`config.mk`:
```
export PLATFORM = sky130hd
export DESIGN_NAME = cmwc_front
export DESIGN_NICKNAME = d
export VERILOG_FILES = /design/src/hdl/assert_macros.svh /design/src/hdl/cmwc_pkg.sv /design/src/hdl/cmwc_front.sv
export SDC_FILE = /design/constraint.sdc
export NUM_CORES = 1
export LEC_CHECK = 0
export BUFFER_PORTS_ARGS = -buffer_cell sky130_fd_sc_hd__buf_2
export CORE_MARGIN = 5
export CORE_UTILIZATION = 40
export CTS_CLUSTER_SIZE = 16
export DETAILED_ROUTE_END_ITERATION = 8
export GPL_TIMING_DRIVEN = 0
export PLACE_DENSITY_LB_ADDON = 0.1
export SLEW_MARGIN = 20
export SYNTH_ARGS = -nofsm -noshare
export SYNTH_HDL_FRONTEND = slang
export SYNTH_SLANG_ARGS = --single-unit
```
`constraint.sdc`:
```
create_clock -name clock -period 2.5 [get_ports clock]
set_input_delay 0.25 -clock clock [delete_from_list [all_inputs] [get_ports clock]]
set_output_delay 0.25 -clock clock [all_outputs]
set_load 0.005 [all_outputs]
```
`src/hdl/assert_macros.svh`:
```
// Assertion macros for the generator's top-level RTL file.
`ifndef ASSERT_MACROS_SVH
`define ASSERT_MACROS_SVH

// A property checked on every rising clock edge outside reset.
`define CMWC_ASSERT(name, clk, rst, prop) \
   name: assert property (@(posedge clk) disable iff (rst) (prop)) \
      else $error("cmwc assertion failed");

// A consequent that must hold in the cycle after its antecedent.
`define CMWC_ASSERT_NEXT(name, clk, rst, ante, cons) \
   name: assert property (@(posedge clk) disable iff (rst) (ante) |=> (cons)) \
      else $error("cmwc assertion failed");

`endif

```
`src/hdl/cmwc_pkg.sv`:
```
// Types and constants shared by the multiply-with-carry generator.
`timescale 1ns / 1ps
package cmwc_pkg;

   localparam int WORD_W       = 32;
   localparam int CARRY_W      = 30;
   localparam int LOAD_INDEX_W = 12;
   localparam int KIND_W       = 2;
   localparam int MULT_W       = 15;
   localparam int PROD_W       = WORD_W + MULT_W;
   localparam int REQ_DATA_W   = 48;

   localparam logic [MULT_W-1:0]  MULTIPLIER        = 15'd18782;
   localparam logic [WORD_W-1:0]  COMPLEMENT_BASE   = 32'hffff_fffe;
   localparam logic [CARRY_W-1:0] CARRY_LIMIT_RESET = 30'd809430660;

   localparam logic [KIND_W-1:0] KIND_LOAD_WORD  = 2'd0;
   localparam logic [KIND_W-1:0] KIND_LOAD_CARRY = 2'd1;
   localparam logic [KIND_W-1:0] KIND_GENERATE   = 2'd2;

   localparam int QUEUE_DEPTH = 4;
   localparam int QUEUE_PTR_W = $clog2(QUEUE_DEPTH);
   localparam int QUEUE_CNT_W = $clog2(QUEUE_DEPTH + 1);

   typedef enum logic [1:0] {
      OP_LOAD_WORD,
      OP_LOAD_CARRY,
      OP_GENERATE
   } op_type;

   typedef struct packed {
      op_type                  op;
      logic [LOAD_INDEX_W-1:0] index;
      logic [WORD_W-1:0]       value;
   } cmd_type;

   typedef struct packed {
      logic [QUEUE_CNT_W-1:0] count;
      logic                   full;
      logic                   empty;
   } queue_status_type;

endpackage

```
`src/hdl/cmwc_front.sv`:
```
// Request front end: accepts requests, decodes their kind and saturates carry loads.
`timescale 1ns / 1ps
module cmwc_front
   import cmwc_pkg::*;
#(
   parameter int LAG_LENGTH = 4096
) (
   input  logic                  clock,
   input  logic                  reset,
   input  logic                  csr_wr_en,
   input  logic [CARRY_W-1:0]    csr_wr_data,
   input  logic                  req_tvalid,
   output logic                  req_tready,
   input  logic [REQ_DATA_W-1:0] req_tdata,
   input  logic [KIND_W-1:0]     req_tuser,
   input  logic                  queue_full,
   output logic                  push,
   output cmd_type               push_data
);

   localparam int RANGE_W = 17;

   logic [CARRY_W-1:0]      carry_limit_ff;
   logic [LOAD_INDEX_W-1:0] load_index;
   logic [WORD_W-1:0]       load_value;
   logic [CARRY_W-1:0]      carry_sat;
   logic                    index_ok;
   logic                    accept;

   always_ff @(posedge clock) begin
      if (reset) begin
         carry_limit_ff <= CARRY_LIMIT_RESET;
      end else if (csr_wr_en) begin
         carry_limit_ff <= csr_wr_data;
      end
   end

   always_comb begin
      load_index = req_tdata[LOAD_INDEX_W-1:0];
      load_value = req_tdata[LOAD_INDEX_W +: WORD_W];
      accept     = req_tvalid && req_tready;
      index_ok   = RANGE_W'(load_index) < RANGE_W'(LAG_LENGTH);

      if (carry_limit_ff == '0) begin
         carry_sat = '0;
      end else if (load_value >= WORD_W'(carry_limit_ff)) begin
         carry_sat = carry_limit_ff - 1'b1;
      end else begin
         carry_sat = load_value[CARRY_W-1:0];
      end

      push            = 1'b0;
      push_data.op    = OP_GENERATE;
      push_data.index = load_index;
      push_data.value = load_value;
      case (req_tuser)
         KIND_LOAD_WORD: begin
            push_data.op = OP_LOAD_WORD;
            push         = accept && index_ok;
         end
         KIND_LOAD_CARRY: begin
            push_data.op    = OP_LOAD_CARRY;
            push_data.value = WORD_W'(carry_sat);
            push            = accept;
         end
         KIND_GENERATE: begin
            push_data.op = OP_GENERATE;
            push         = accept;
         end
         default: begin
            push = 1'b0;
         end
      endcase
   end

   assign req_tready = !queue_full;

endmodule

```
# == Word level (Yosys, flattened, before mapping) ==
# Index checks and enable logic that the tools add are counted.
# word_totals
in_bits,85
register_bits,30
# op_classes
n_eq_ne,2
n_lt_le_gt_ge,1
n_reduce_logical,5
mux,5
addsub,1
# ops
op,n
30-bit 2-to-1 mux,2
32-bit by 30-bit >= comparator with 1-bit output,1
32-bit 2-to-1 mux,1
30-bit logical NOT,1
"30-bit by 1-bit subtractor with 30-bit output, second input constant",1
2-bit one-hot mux with 2 select lines,1
3-bit OR reduction,1
"2-bit by 1-bit equality test with 1-bit output, second input constant",1
"2-bit equality test, second input constant",1
2-bit logical NOT,1
1-bit logical AND,1
1-bit logical NOT,1
1-bit 2-to-1 mux,1

# == Longest topological paths before layout ==
# logic_depth
word_depth,4
ltp_mapped,9

# == Worst setup path after synthesis ==
# Ideal clock, no wire load.
# synth_path
kind,register to output
start,reg carry_limit_ff[29]
end,out push_data[20] (netlist name)
arrival_ps,2075
stages_incl_launch_ff,9
t_required_ps,2250
setup_slack_ps,175
path_buffers,1
path_cell_list,dfxtp_1 -> inv_1 -> ha_1 -> a2111oi_0 -> o31ai_1 -> a211o_1 -> o31ai_1 -> buf_2 -> o2bb2ai_1
# synth_rtl
item,line_no,rtl
start: declaration,cmwc_front.sv:23,logic [CARRY_W-1:0] carry_limit_ff;
start signal: assignment,cmwc_front.sv:34,carry_limit_ff <= csr_wr_data;
end: declaration,cmwc_front.sv:18,output cmd_type push_data

==> results.txt <==
The sum of net half-perimeters after detailed placement came out at 6.66 mm. The number of enable-type register cells in the synthesized netlist came out at 0. The critical register-to-register path startpoint is carry_limit_ff[18].

CTS placed an instance of sky130_fd_sc_hd__clkbuf_8 at the clock tree root. Synthesis produced a netlist with a net count of 459. The startpoint identified for the worst hold timing path is csr_wr_data[14].

The critical path goes through inv_1, ha_4, a31oi_1, nor2b_1, o311ai_4, a31oi_4, o31ai_4, buf_6, buf_8, o2bb2ai_4, buf_2. The fraction of final layout cells sized beyond drive strength 1 came out at 0.519. After synthesis, the share of flip-flops with an asynchronous set or reset is 0.

The top cell family by delay on the critical path is compound AO/OA/AOI/OAI gates. The critical path's largest stage delay is 360 ps. Of all cell types, the one taking the most synthesized area is sky130_fd_sc_hd__dfxtp_1. The worst ir drop on vdd is 332 uV. The via count of the first global-routing pass is 2952.

The slew at the pin with the worst max-slew slack came out at 824 ps. The flip-flop count of the largest register, all copies and words added came out at 30. Ranked by total cell area, the synthesized netlist is headed by sky130_fd_sc_hd__dfxtp_1, sky130_fd_sc_hd__ha_1, sky130_fd_sc_hd__o2bb2ai_1.

Of the post-synthesis cell area, the dominant cell type holds 0.212. The clock period minus worst slack is 2870 ps. In the routed design, unresolved DRC markers number 0.

The worst-case clock skew is 0 ps. The global-route congestion overflow total is 0. The final count of hold timing violations is 0.

The type of destination of the critical path is an output pin. The starting density of the core is 0.414. Yosys printed 0 warnings.

The site row count came out at 30. The boundary pin count is 133. The final period utilization came out at 1.15.

The maximum number of buffers from clock root to sink is 2. In this run, the number of DRC markers left after iteration 0 of detailed routing was 101. The worst path setup slack after routing is -368 ps. The flow ran to the end, but the final reports show violations. The floorplan step defined a core boundary enclosing 0.00683 mm2. More flip-flops sit in one register than any other, and that register is carry_limit_ff.

The total wirelength of the detailed-routed design is 9.41 mm. The critical path contains buffers and inverters numbering 4 combined. The startpoint class of the critical path is a flip-flop. The number of port buffers is 114. The via count of the routed design is 2976. The gate count of the mapped netlist came out at 342.

The required arrival time at the worst endpoint came out at 2250 ps. The highest achievable clock rate is 349 MHz. The die footprint came out at 0.00885 mm2.

For this design, the sink count on the clock tree is 30. The sequential cell area fraction in the yosys report came out at 0.212. After detailed routing, the number of vias per cell comes to 5.13. For this run, the leading register cell type out of synthesis is sky130_fd_sc_hd__dfxtp_1.

The remaining antenna violation count is 0. After detailed placement, the design holds a cell count of 552. The relative max-transition margin is 0.451. The clock insertion delay at the later pin of the skew report came out at 290 ps. The type of the tightest min-delay check is in -> reg.

The data arrival time of the critical path is 2620 ps. The number of register bits inferred by synthesis is 30. The final reports fail on setup timing. The power per cell area is 408 mW/mm2. The max-slew violation total from the final report came out at 0.

Setup repair after global routing could not meet its margin everywhere. The relative area change from synthesis to final layout came out at 57.3%. The setup path with the least slack is of type reg -> out.

The number of CTS-inserted buffers is 5. The first-pass detailed-route iteration total came out at 4. The maximum number of pins on one net before global-route repair is 11. The die is 94.1 um tall. The number of cells in the finished layout apart from fillers came out at 580.

The worst hold margin came out at 172 ps. The largest individual stage delay along the critical path comes from the cell sky130_fd_sc_hd__dfxtp_4. The weighted congestion reported at the end of routability-driven placement is 0.875.

The number of buffers added to fix hold violations after cts is 0. The global-route wire length before repair came out at 14.0 mm. In the global route stage, overall resource usage came out at 0.200. Of all nets on the critical path, the largest fanout is 5. After routing the design area is 0.00445 mm2. TritonCTS built the clock tree. The cell area after placement came out at 0.00352 mm2.

The clock tree synthesis step divided the H-tree into 2 levels. The worst setup slack after placement came out at -342 ps. The detailed-route wire length per cell is 16.2 um.

The number of setup violations in the final report came out at 30. The initial antenna violation count is 0. The leakage power is 1.99 nW. The clock input transition at the sequential cells of the worst setup and hold paths is 70 ps. The most critical setup path has its startpoint at carry_limit_ff[2]. The synthesized netlist occupies a cell area of 0.00283 mm2. A synthesized cell averages 8.27 um2.

The total number of nets in the final design came out at 600. In the final layout, the registers with the most flip-flops are carry_limit_ff: 30 flops. The repair_antennas step left the layout with diodes totalling 0. The tool flagged a number of max-cap violations equal to 0. The floorplan step set the die width to 94.1 um.

The post-synthesis cell type count came out at 46.
-- path summary, 6_finish.rpt --
| check | end | cells past startpoint | slack (ps) |
|---|---|---|---|
| setup / recovery | push_data[28] | 11 | -370 |
| setup reg to reg | carry_limit_ff[18] | 2 | 1720 |
| hold / removal | carry_limit_ff[14] | 3 | 170 |
| hold reg to reg | carry_limit_ff[13] | 2 | 510 |
-- logic make-up (layout without fill, tap and decap cells) --
kind of cell / count (synthesis) / count (layout) / share of synthesized area
compound gates: 74 / 74 / 0.202
xor+xnor: 27 / 27 / 0.0836
fa+ha+maj: 32 / 32 / 0.142
buf+inv: 61 / 203 / 0.100
flops: 30 / 30 / 0.212
mux: 15 / 15 / 0.0531
simple gates: 103 / 103 / 0.208
-- layer usage --
metal | wire length, um | track usage | vias up | part of all wire
met4 | 87 | 0.0469 | 0 | 0.0092
met1 | 4070 | 0.255 | 1379 | 0.43
met5 | 0 | 0 | - | 0
met2 | 4780 | 0.353 | 88 | 0.51
li1 | - | - | 1504 | -
met3 | 475 | 0.0296 | 5 | 0.050
-- per-stage QoR --
step	util	total power, mW	TNS, ps
6_report	0.651	1.81	-10170
5_1_grt	0.651	1.91	-13380
4_1_cts	0.605	1.74	-7980
3_5_place_dp	0.515	1.01	-9310
3_3_place_gp	0.515	1.01	-8090
2_1_floorplan	-	0.829	0
-- cell usage in the layout, fill, tap and decap left out, drive strengths merged --
cell type and count:
buf 154, inv 33, ha 32, o2bb2ai 30, dfxtp 30, nand2 29
xnor2 27, nor2 26, mux2i 15, o211ai 15, clkbuf 14, a21oi 12
nor3 12, nor2b 6, nand4 6, nor4 6, nand3 4, o21ai 4
a31oi 3, or3 3, nand3b 2, and3 2, bufinv 2, and4 2
o31ai 2, o211a 1, o311ai 1, a221oi 1, nand4bb 1, or4 1
and2 1, o21a 1, a2111oi 1, a21o 1, a211o 1, o21bai 1
or2 1, nand2b 1
-- report_power, final --
part | switching [mW] | internal [mW]
Sequential | 0.0403 | 0.510
Clock | 0.212 | 0.425
Combinational | 0.304 | 0.322
-- cell usage after synthesis, types with 3 or more instances --
| cell type | instances |
|---|---|
| sky130_fd_sc_hd__dfxtp_1 | 30 |
| sky130_fd_sc_hd__nor4_1 | 3 |
| sky130_fd_sc_hd__a31oi_1 | 3 |
| sky130_fd_sc_hd__nand4_1 | 5 |
| sky130_fd_sc_hd__nand3_1 | 4 |
| sky130_fd_sc_hd__o21ai_0 | 3 |
| sky130_fd_sc_hd__a21oi_1 | 12 |
| sky130_fd_sc_hd__nand2_1 | 29 |
| sky130_fd_sc_hd__xnor2_1 | 27 |
| sky130_fd_sc_hd__buf_2 | 7 |
| sky130_fd_sc_hd__inv_1 | 33 |
| sky130_fd_sc_hd__clkbuf_1 | 7 |
| sky130_fd_sc_hd__o211ai_1 | 15 |
| sky130_fd_sc_hd__nor3_1 | 11 |
| sky130_fd_sc_hd__ha_1 | 32 |
| sky130_fd_sc_hd__nor2_1 | 26 |
| sky130_fd_sc_hd__buf_4 | 12 |
| sky130_fd_sc_hd__o2bb2ai_1 | 29 |
| sky130_fd_sc_hd__nor2b_1 | 6 |
| sky130_fd_sc_hd__mux2i_1 | 15 |
-- cell type report --
cell class | count | area, um2
plain buffers | 28 | 211
clock buffers | 6 | 82.6
fillers | 584 | 2380
clock inverters | 2 | 60.1
well taps | 96 | 120
repair buffers | 134 | 790
inverters | 33 | 126
multi-input cells | 251 | 2410
flip-flops and latches | 30 | 646
-- what timing repair did --
item | CTS | global route
pin swaps | 16 | 37
buffers inserted | 9 | 6
resized for setup | 85 | 45
gates cloned | 3 | 3
endpoints found under the setup margin | 30 | 30
-- worst min-delay path: cells and delay by family --
family | cells | cell delay (ps)
and+or+nand+nor | 1 | 40
buffers and inverters | 1 | 80
AOI/OAI and AO/OA | 1 | 60
Power figures use the tool's default switching activity.
