$ cat src/hdl/assert_macros.svh
// Assertion macros for the generator's top-level RTL file.
`ifndef ASSERT_MACROS_SVH
`define ASSERT_MACROS_SVH

// A property checked on every rising clock edge outside reset.
`define CMWC_ASSERT(name, clk, rst, prop) \
   name: assert property (@(posedge clk) disable iff (rst) (prop)) \
      else $error("cmwc assertion failed");

// A consequent that must hold in the cycle after its antecedent.
`define CMWC_ASSERT_NEXT(name, clk, rst, ante, cons) \
   name: assert property (@(posedge clk) disable iff (rst) (ante) |=> (cons)) \
      else $error("cmwc assertion failed");

`endif

$ cat src/hdl/cmwc_pkg.sv
// Types and constants shared by the multiply-with-carry generator.
`timescale 1ns / 1ps
package cmwc_pkg;

   localparam int WORD_W       = 32;
   localparam int CARRY_W      = 30;
   localparam int LOAD_INDEX_W = 12;
   localparam int KIND_W       = 2;
   localparam int MULT_W       = 15;
   localparam int PROD_W       = WORD_W + MULT_W;
   localparam int REQ_DATA_W   = 48;

   localparam logic [MULT_W-1:0]  MULTIPLIER        = 15'd18782;
   localparam logic [WORD_W-1:0]  COMPLEMENT_BASE   = 32'hffff_fffe;
   localparam logic [CARRY_W-1:0] CARRY_LIMIT_RESET = 30'd809430660;

   localparam logic [KIND_W-1:0] KIND_LOAD_WORD  = 2'd0;
   localparam logic [KIND_W-1:0] KIND_LOAD_CARRY = 2'd1;
   localparam logic [KIND_W-1:0] KIND_GENERATE   = 2'd2;

   localparam int QUEUE_DEPTH = 4;
   localparam int QUEUE_PTR_W = $clog2(QUEUE_DEPTH);
   localparam int QUEUE_CNT_W = $clog2(QUEUE_DEPTH + 1);

   typedef enum logic [1:0] {
      OP_LOAD_WORD,
      OP_LOAD_CARRY,
      OP_GENERATE
   } op_type;

   typedef struct packed {
      op_type                  op;
      logic [LOAD_INDEX_W-1:0] index;
      logic [WORD_W-1:0]       value;
   } cmd_type;

   typedef struct packed {
      logic [QUEUE_CNT_W-1:0] count;
      logic                   full;
      logic                   empty;
   } queue_status_type;

endpackage

$ cat src/hdl/cmwc_queue.sv
// Short command queue between the request front end and the execution back end.
`timescale 1ns / 1ps
module cmwc_queue
   import cmwc_pkg::*;
(
   input  logic             clock,
   input  logic             reset,
   input  logic             push,
   input  cmd_type          push_data,
   input  logic             pop,
   output logic             head_valid,
   output cmd_type          head_data,
   output queue_status_type status
);

   cmd_type                entry_ff [QUEUE_DEPTH];
   logic [QUEUE_PTR_W-1:0] wr_ptr_ff, wr_ptr_in;
   logic [QUEUE_PTR_W-1:0] rd_ptr_ff, rd_ptr_in;
   logic [QUEUE_CNT_W-1:0] count_ff, count_in;
   logic                   do_push, do_pop;

   always_comb begin
      do_push   = push && (count_ff != QUEUE_CNT_W'(QUEUE_DEPTH));
      do_pop    = pop && (count_ff != '0);
      wr_ptr_in = do_push ? wr_ptr_ff + 1'b1 : wr_ptr_ff;
      rd_ptr_in = do_pop ? rd_ptr_ff + 1'b1 : rd_ptr_ff;
      count_in  = count_ff;
      if (do_push && !do_pop) begin
         count_in = count_ff + 1'b1;
      end else if (do_pop && !do_push) begin
         count_in = count_ff - 1'b1;
      end
   end

   always_ff @(posedge clock) begin
      if (reset) begin
         wr_ptr_ff <= '0;
         rd_ptr_ff <= '0;
         count_ff  <= '0;
      end else begin
         wr_ptr_ff <= wr_ptr_in;
         rd_ptr_ff <= rd_ptr_in;
         count_ff  <= count_in;
      end
   end

   always_ff @(posedge clock) begin
      if (do_push) begin
         entry_ff[wr_ptr_ff] <= push_data;
      end
   end

   assign head_valid   = (count_ff != '0);
   assign head_data    = entry_ff[rd_ptr_ff];
   assign status.count = count_ff;
   assign status.full  = (count_ff == QUEUE_CNT_W'(QUEUE_DEPTH));
   assign status.empty = (count_ff == '0);

endmodule

$ cat config.mk
export PLATFORM = sky130hd
export DESIGN_NAME = cmwc_queue
export DESIGN_NICKNAME = d
export VERILOG_FILES = /design/src/hdl/assert_macros.svh /design/src/hdl/cmwc_pkg.sv /design/src/hdl/cmwc_queue.sv
export SDC_FILE = /design/constraint.sdc
export NUM_CORES = 1
export LEC_CHECK = 0
export ABC_AREA = 1
export ABC_CLOCK_PERIOD_IN_PS = 3930
export BUFFER_PORTS_ARGS = -buffer_cell sky130_fd_sc_hd__buf_4
export CORE_MARGIN = 4
export CORE_UTILIZATION = 30
export CTS_CLUSTER_SIZE = 14
export DETAILED_ROUTE_END_ITERATION = 8
export GPL_ROUTABILITY_DRIVEN = 0
export PLACE_DENSITY = 0.44
export SLEW_MARGIN = 20
export SYNTH_ARGS = -nofsm -noshare
export SYNTH_HDL_FRONTEND = slang
export SYNTH_SLANG_ARGS = --single-unit
$ cat constraint.sdc
create_clock -name clock -period 3.93 [get_ports clock]
set_clock_uncertainty 0.15 [all_clocks]
set_input_delay 0.9825 -clock clock [delete_from_list [all_inputs] [get_ports clock]]
set_output_delay 0.9825 -clock clock [all_outputs]
set_load 0.02 [all_outputs]
* Word level (Yosys, flattened, before mapping)
Memory sizes are Yosys's and may differ from the RTL's. A register that Yosys moved wholly into a read port is not among the register bits. Index checks and enable logic that the tools add are counted.
Word-level totals: register bits 7, output and inout port bits 52, logic and storage cells 25, bits in writable memories 184, memories 1, input port bits 50
Memories:
- entry_ff | depth 4, width 46, rd ports 1, clocked after Yosys merged registers in 1, wr ports 1, line cmwc_queue.sv:16 | cmd_type entry_ff [QUEUE_DEPTH];
Cells by class: equality and inequality tests 2, $add $sub $neg 4, multiplexer cells 6, reductions and logical operators 9
Operators with widths (number):
- $mux 3 | 2
- $add 2x1->2 const B | 2
- $logic_and 1x1->1 | 4
- $mux 2 | 2
- $add 3x1->3 const B | 1
- $eq 3x3->1 const B | 1
- $logic_not 3->1 | 1
- $ne 3x3->1 const B | 1
- $reduce_bool 3->1 | 1
- $sub 3x1->3 const B | 1
- $logic_not 1->1 | 2
- $mux 1 | 2
- $reduce_bool 2->1 | 1

* Logic depth before layout (Yosys ltp)
Gate-level depths: netlist of the first run.
depth in word-level cells 6, depth in mapped cells 13, mapped depth without buffers 13

* Worst setup path before layout of the first run
Ideal clock, no wire load.
path kind in2reg, from in push, to mem entry_ff[0][0] (netlist bit), enable pin, path buffers 0, slack 0.289 ns, data required time 3.330 ns, library setup time 0.450 ns, stages 2, arrival time 3.041 ns, cell sequence nand2_1 > nor2_1
On the way: longest elaborated chain between the ends 3
Ends and longest elaborated chain:
- start: declaration | line cmwc_queue.sv:8 | input logic push,
- $logic_and 1x1->1 | line cmwc_queue.sv:23 | do_push = push && (count_ff != QUEUE_CNT_W'(QUEUE_DEPTH));
- $mux 1 | line cmwc_queue.sv:48 | if (do_push) begin
- $mux 1 (implied by the code) | line cmwc_queue.sv:49 | entry_ff[wr_ptr_ff] <= push_data;
- end: declaration | line cmwc_queue.sv:16
No other way between the ends.

==> flow_summary.ini, run 1 <==
[min_path]
hold_path_class = reg2reg
whs_path_depth = 2
min-delay-start = rd_ptr_ff[1]

[cts]
cts_root_buffer = clkbuf_16
cts-buffers-inserted = 17
cts_hold_buf = 0
cts_max_path_buffers = 2
cts_tree = done
clk_pin_slew_ps = 70
cts_max_level = 4
post_cts_resized = 0
cts_sinks = 193
insertion_delay_ps = 430
post_cts_buffers = 0

[detailed_routing]
detail_route.wl_per_cell_um = 17.42
avgViaCountPerCell = 4.561
via_count = 4392
drt_wl_total_mm = 16.77
drtIter0Drc = 259
first_pass_iters = 4
route.detailed.drc = 0
final_antenna_net_count = 0

[floorplanning]
pin_count = 102
dieWidth_um = 164.7
num_rows = 57
core_area_mm2 = 0.02425
die-area_mm2 = 0.02711
start_util = 0.3037
die_h_um = 164.7

[synthesis]
synth.most_common_cell = edfxtp_1
synth_warnings = 0
synthTopCellsByCount = 184 x edfxtp_1, 100 x nor2_1, 59 x o21ai_0, 40 x o22ai_1, 34 x o21ai_1
synth-seq-cells = 193
async_flop_share = 0
synth_edf_count = 184
ys.flop_type = edfxtp_1
synth.largest_area_cell = edfxtp_1
seq_area_frac_synth = 0.7749
netlist.area_leader.share = 0.7504
syn_inst = 515
ys_types = 21
synth_area_leaders = edfxtp_1 75%, nor2_1 5.1%, o21ai_0 4.0%
synth_fp_nets = 571
synthesis.area_mm2 = 0.007363
syn_area_per_cell_um2 = 14.30

[run_status]
status = finished clean

[power]
share_comb_of_total_power = 0.292
power.switching_w = 0.002065
p_leak_nw = 3.215
p_int_w = 0.003995
ir_drop_mv = 0.2236
seqPwrFrac = 0.429
switching_share = 0.3407
p_clk_frac = 0.279
cellPowerDensity_mw_per_mm2 = 664.3
power_w = 0.006060

[timing]
fin_crit_sh = 0.8368
setup-tns-final_ps = 0
postLayoutSetupSlackWorst_ps = 641.4
worst_slew_pin_slew_ps = 721.0
slew_headroom = 0.5182
max_freq_mhz = 304.1
hold_violations = 0
setup_viol = 0
slew_violations = 0
min_period_ps = 3289
rsz0062_at_grt = false

[grt]
grt_max_degree = 59
grt_pass1_vias = 4573
grt_pass1_wl_mm = 25.87
grt_antenna_before_repair = 1
gr-usage-all-layers = 0.1273
grt_overflow = 0

[worst_setup_path]
required_ps = 2800
crit_fanout = 58
reg2regPathDepth = 5
timing.critical_path.to_type = primary output
worstPathArrival_ps = 2160
start_kind = flop
ff2ff_setup_slack_ps = 1580
r2r-start = count_ff[0]
critPathKind = reg2out
r2r-end = entry_ff[1][9]

[layout]
diodes = 0
area_growth_pct = 23.89
design_area_mm2 = 0.009123
nets = 682
num-fill-cells = 2319
final_util = 0.3762
drive_gt1_frac = 0.2723

[placed_design]
pre_cts_ws_ps = 1028
dpl.hpwl_mm = 10.58
portBuffers = 101
dpl_cell_area_mm2 = 0.008529

[run]
maxCapViolCount = 0
-- area by class of cell --
cell class,instances,area [um2],area share
flip-flops and latches,193,5710,0.6260
multi-input cells,275,1424,0.1561
repair buffers,121,920.9,0.1009
clock buffers,17,425.4,0.04663
well taps,324,405.4,0.04444
clock inverters,15,167.7,0.01838
inverters,18,68.82,0.007544
-- cells by family after synthesis --
group | after synthesis | synth area share
and+or+nand+nor | 126 | 0.06746
adders and majority gates | 6 | 0.01122
DFF | 193 | 0.7749
xor gates and xnor gates | 1 | 0.001190
AOI/OAI and AO/OA | 142 | 0.1094
buffers and inverters | 47 | 0.03585
-- layout by cell type (no fill, tap or decap) --
master	instances
edfxtp_1	184
buf_4	120
nor2_1	96
o21ai_0	59
o22ai_1	40
o21ai_1	34
clkbuf_16	17
nand2_1	15
inv_1	15
dfxtp_1	7
nor2_2	6
o22ai_2	6
ha_1	5
nor2_4	4
nand3_1	4
clkinv_8	4
inv_6	4
a21oi_1	3
inv_8	3
clkinv_4	3
inv_2	2
clkinv_2	1
xor2_1	1
nand3b_1	1
fa_1	1
dfxtp_4	1
dfxtp_2	1
clkinvlp_4	1
buf_12	1
-- registers in the layout (all words and copies together) (netlist names), named ones only --
signal,cells
entry_ff,184
count_ff,3
rd_ptr_ff,2
wr_ptr_ff,2
-- power groups by stage --
stage	registers, W	logic (W)	clock network [W]
global route	0.00263	0.00195	0.00184
floorplan	0.00262	0.00109	0
CTS	0.00260	0.00182	0.00174
detailed placement	0.00265	0.00182	0
global placement	0.00264	0.00180	0
finish	0.00260	0.00177	0.00169
-- routing by layer --
metal,vias to the layer above,track usage,wire length [um]
li1,2131,-,-
met1,2156,0.1566,7416
met2,83,0.2149,8225
met3,20,0.03918,869
met4,2,0.04008,240
met5,-,0,20
-- how the worst max path moves through the flow --
stage	end	slack, ps
6_report	head_data[32]	640
5_1_grt	head_data[28]	420
4_1_cts	head_data[32]	550
3_5_place_dp	head_data[32]	1030
3_3_place_gp	head_data[32]	1060
2_1_floorplan	entry_ff[0][0]	290
-- critical path: stages (launching register included) --
cell and delay, ps:
dfxtp_4 470, clkinv_2 90, buf_4 550, nor2_1 80, o22ai_1 270, buf_4 200
-- per-stage QoR --
stage / hold slack (ps) / std cells
final: 346.0 / 963
after global routing: 382.0 / 963
after CTS: 341.1 / 963
after detailed placement: 330.6 / 931
after global placement: 319.0 / 931
after floorplan: 309.4 / 515
Power figures use the tool's default switching activity.
==> inputs of run 2 (changes only) <==
ABC_CLOCK_PERIOD_IN_PS = 2900   (was 3930)
PLACE_DENSITY = 0.46   (was 0.44)
clock period = 2.9 ns   (was 3.93 ns; I/O delays follow)
==> flow_summary.ini, run 2 (same netlist as run 1, synthesis figures left out) <==
[placed_design]
portBuffers = 101
dpl_cell_area_mm2 = 0.008527
dpl.hpwl_mm = 9.479

[grt]
grt_overflow = 0
grt_max_degree = 81
grt_pass1_wl_mm = 25.61
grt_pass1_vias = 4604
grt_antenna_before_repair = 0
gr-usage-all-layers = 0.1274

[worst_setup_path]
critPathKind = reg2out
slowest_delay_ps = 440
timing.critical_path.to_type = primary output
crit_chain = buf_12 > o21ai_0 > o22ai_1 > buf_4
crit_fanout = 80
r2r-start = count_ff[1]
required_ps = 2030
critPathSlowestCell = dfxtp_4
worstPathArrival_ps = 1850
start_kind = flop

[detailed_routing]
first_pass_iters = 4
avgViaCountPerCell = 4.585
detail_route.wl_per_cell_um = 17.54
via_count = 4383
drt_wl_total_mm = 16.77
final_antenna_net_count = 0
route.detailed.drc = 0
drtIter0Drc = 260

[layout]
largest_reg_flops = 184
design_area_mm2 = 0.009086
diodes = 0
largest_registers = entry_ff x184, count_ff x3
drive_gt1_frac = 0.2627
layout_common_cells = 184 x edfxtp_1, 108 x buf_4, 96 x nor2_1
top_register = entry_ff
layout_commonest_cell = edfxtp_1
nets = 675
final_util = 0.3747
area_growth_pct = 23.40

[timing]
rsz0062_at_grt = false
fin_crit_sh = 0.9380
hold_violations = 0
holdWs_ps = 345.1
slew_violations = 0
max_freq_mhz = 367.6
worst_slew_pin_slew_ps = 498.7
min_period_ps = 2720
setup_viol = 0
slew_headroom = 0.6675

[floorplanning]
pin_count = 102
dieWidth_um = 164.7
num_rows = 57
die_h_um = 164.7
core_area_mm2 = 0.02425
die-area_mm2 = 0.02711
start_util = 0.3037

[power]
p_leak_nw = 3.184
ir_drop_mv = 0.3329
cellPowerDensity_mw_per_mm2 = 897.2
power_w = 0.008152

[cts]
cts_max_level = 4
cts_sinks = 193
clk_pin_slew_ps = 60
insertion_delay_ps = 420
cts_root_buffer = clkbuf_16
cts_max_path_buffers = 2
cts-buffers-inserted = 17
cts_tree = done

[min_path]
hold_path_class = in2reg
min-delay-start = reset

[run_status]
status = finished clean

[run]
maxCapViolCount = 0
## run 2: worst paths after layout
path                         to  cells past startpoint  slack, ps
setup / recovery  head_data[32]                      4        180
hold / removal             flop                      2        350
setup reg to reg    count_ff[1]                      9        870
hold reg to reg            flop                      2        360
## run 2: critical path: cells and delay by family, from the launching register on
| family | cells | cell delay (ps) |
|---|---|---|
| buf+inv | 2 | 500 |
| flops | 1 | 440 |
| compound gates | 2 | 400 |
## run 2: power breakdown
part / switching, W / internal (W)
clock: 0.00101 / 0.00119
combinational: 0.00157 / 0.000885
sequential: 0.000104 / 0.00339
## run 2: metal layers
| metal | routed length (um) | up-vias | global-route usage |
|---|---|---|---|
| met3 | 748 | 9 | 0.03544 |
| li1 | - | 2113 | - |
| met5 | 0 | - | 0 |
| met2 | 8683 | 87 | 0.2274 |
| met1 | 7223 | 2174 | 0.1532 |
| met4 | 115 | 0 | 0.02949 |
## run 2: repair_timing
action	4_1_cts	5_1_grt
resized for setup	0	1
buffers inserted	0	0
endpoints found under the setup margin	0	4
endpoints found under the hold margin	0	0
hold buffers	0	0
## run 2: metrics by stage
| stage | TNS [ps] | std cells | worst slack (ps) |
|---|---|---|---|
| after floorplan | -88990 | 515 | -483.6 |
| after global routing | 0 | 956 | 25.44 |
| after detailed placement | 0 | 924 | 552.1 |
| final | 0 | 956 | 179.8 |
| after global placement | 0 | 924 | 584.5 |
| after CTS | 0 | 956 | 86.57 |
## run 2: layout make-up
class | instances | area [um2]
tap | 324 | 405.4
fill | 2333 | 15160
clock inverter | 15 | 130.1
multi-input combinational | 275 | 1424
clock buffer | 17 | 425.4
sequential | 193 | 5710
timing repair buffer | 114 | 922.1
inverter | 18 | 68.82
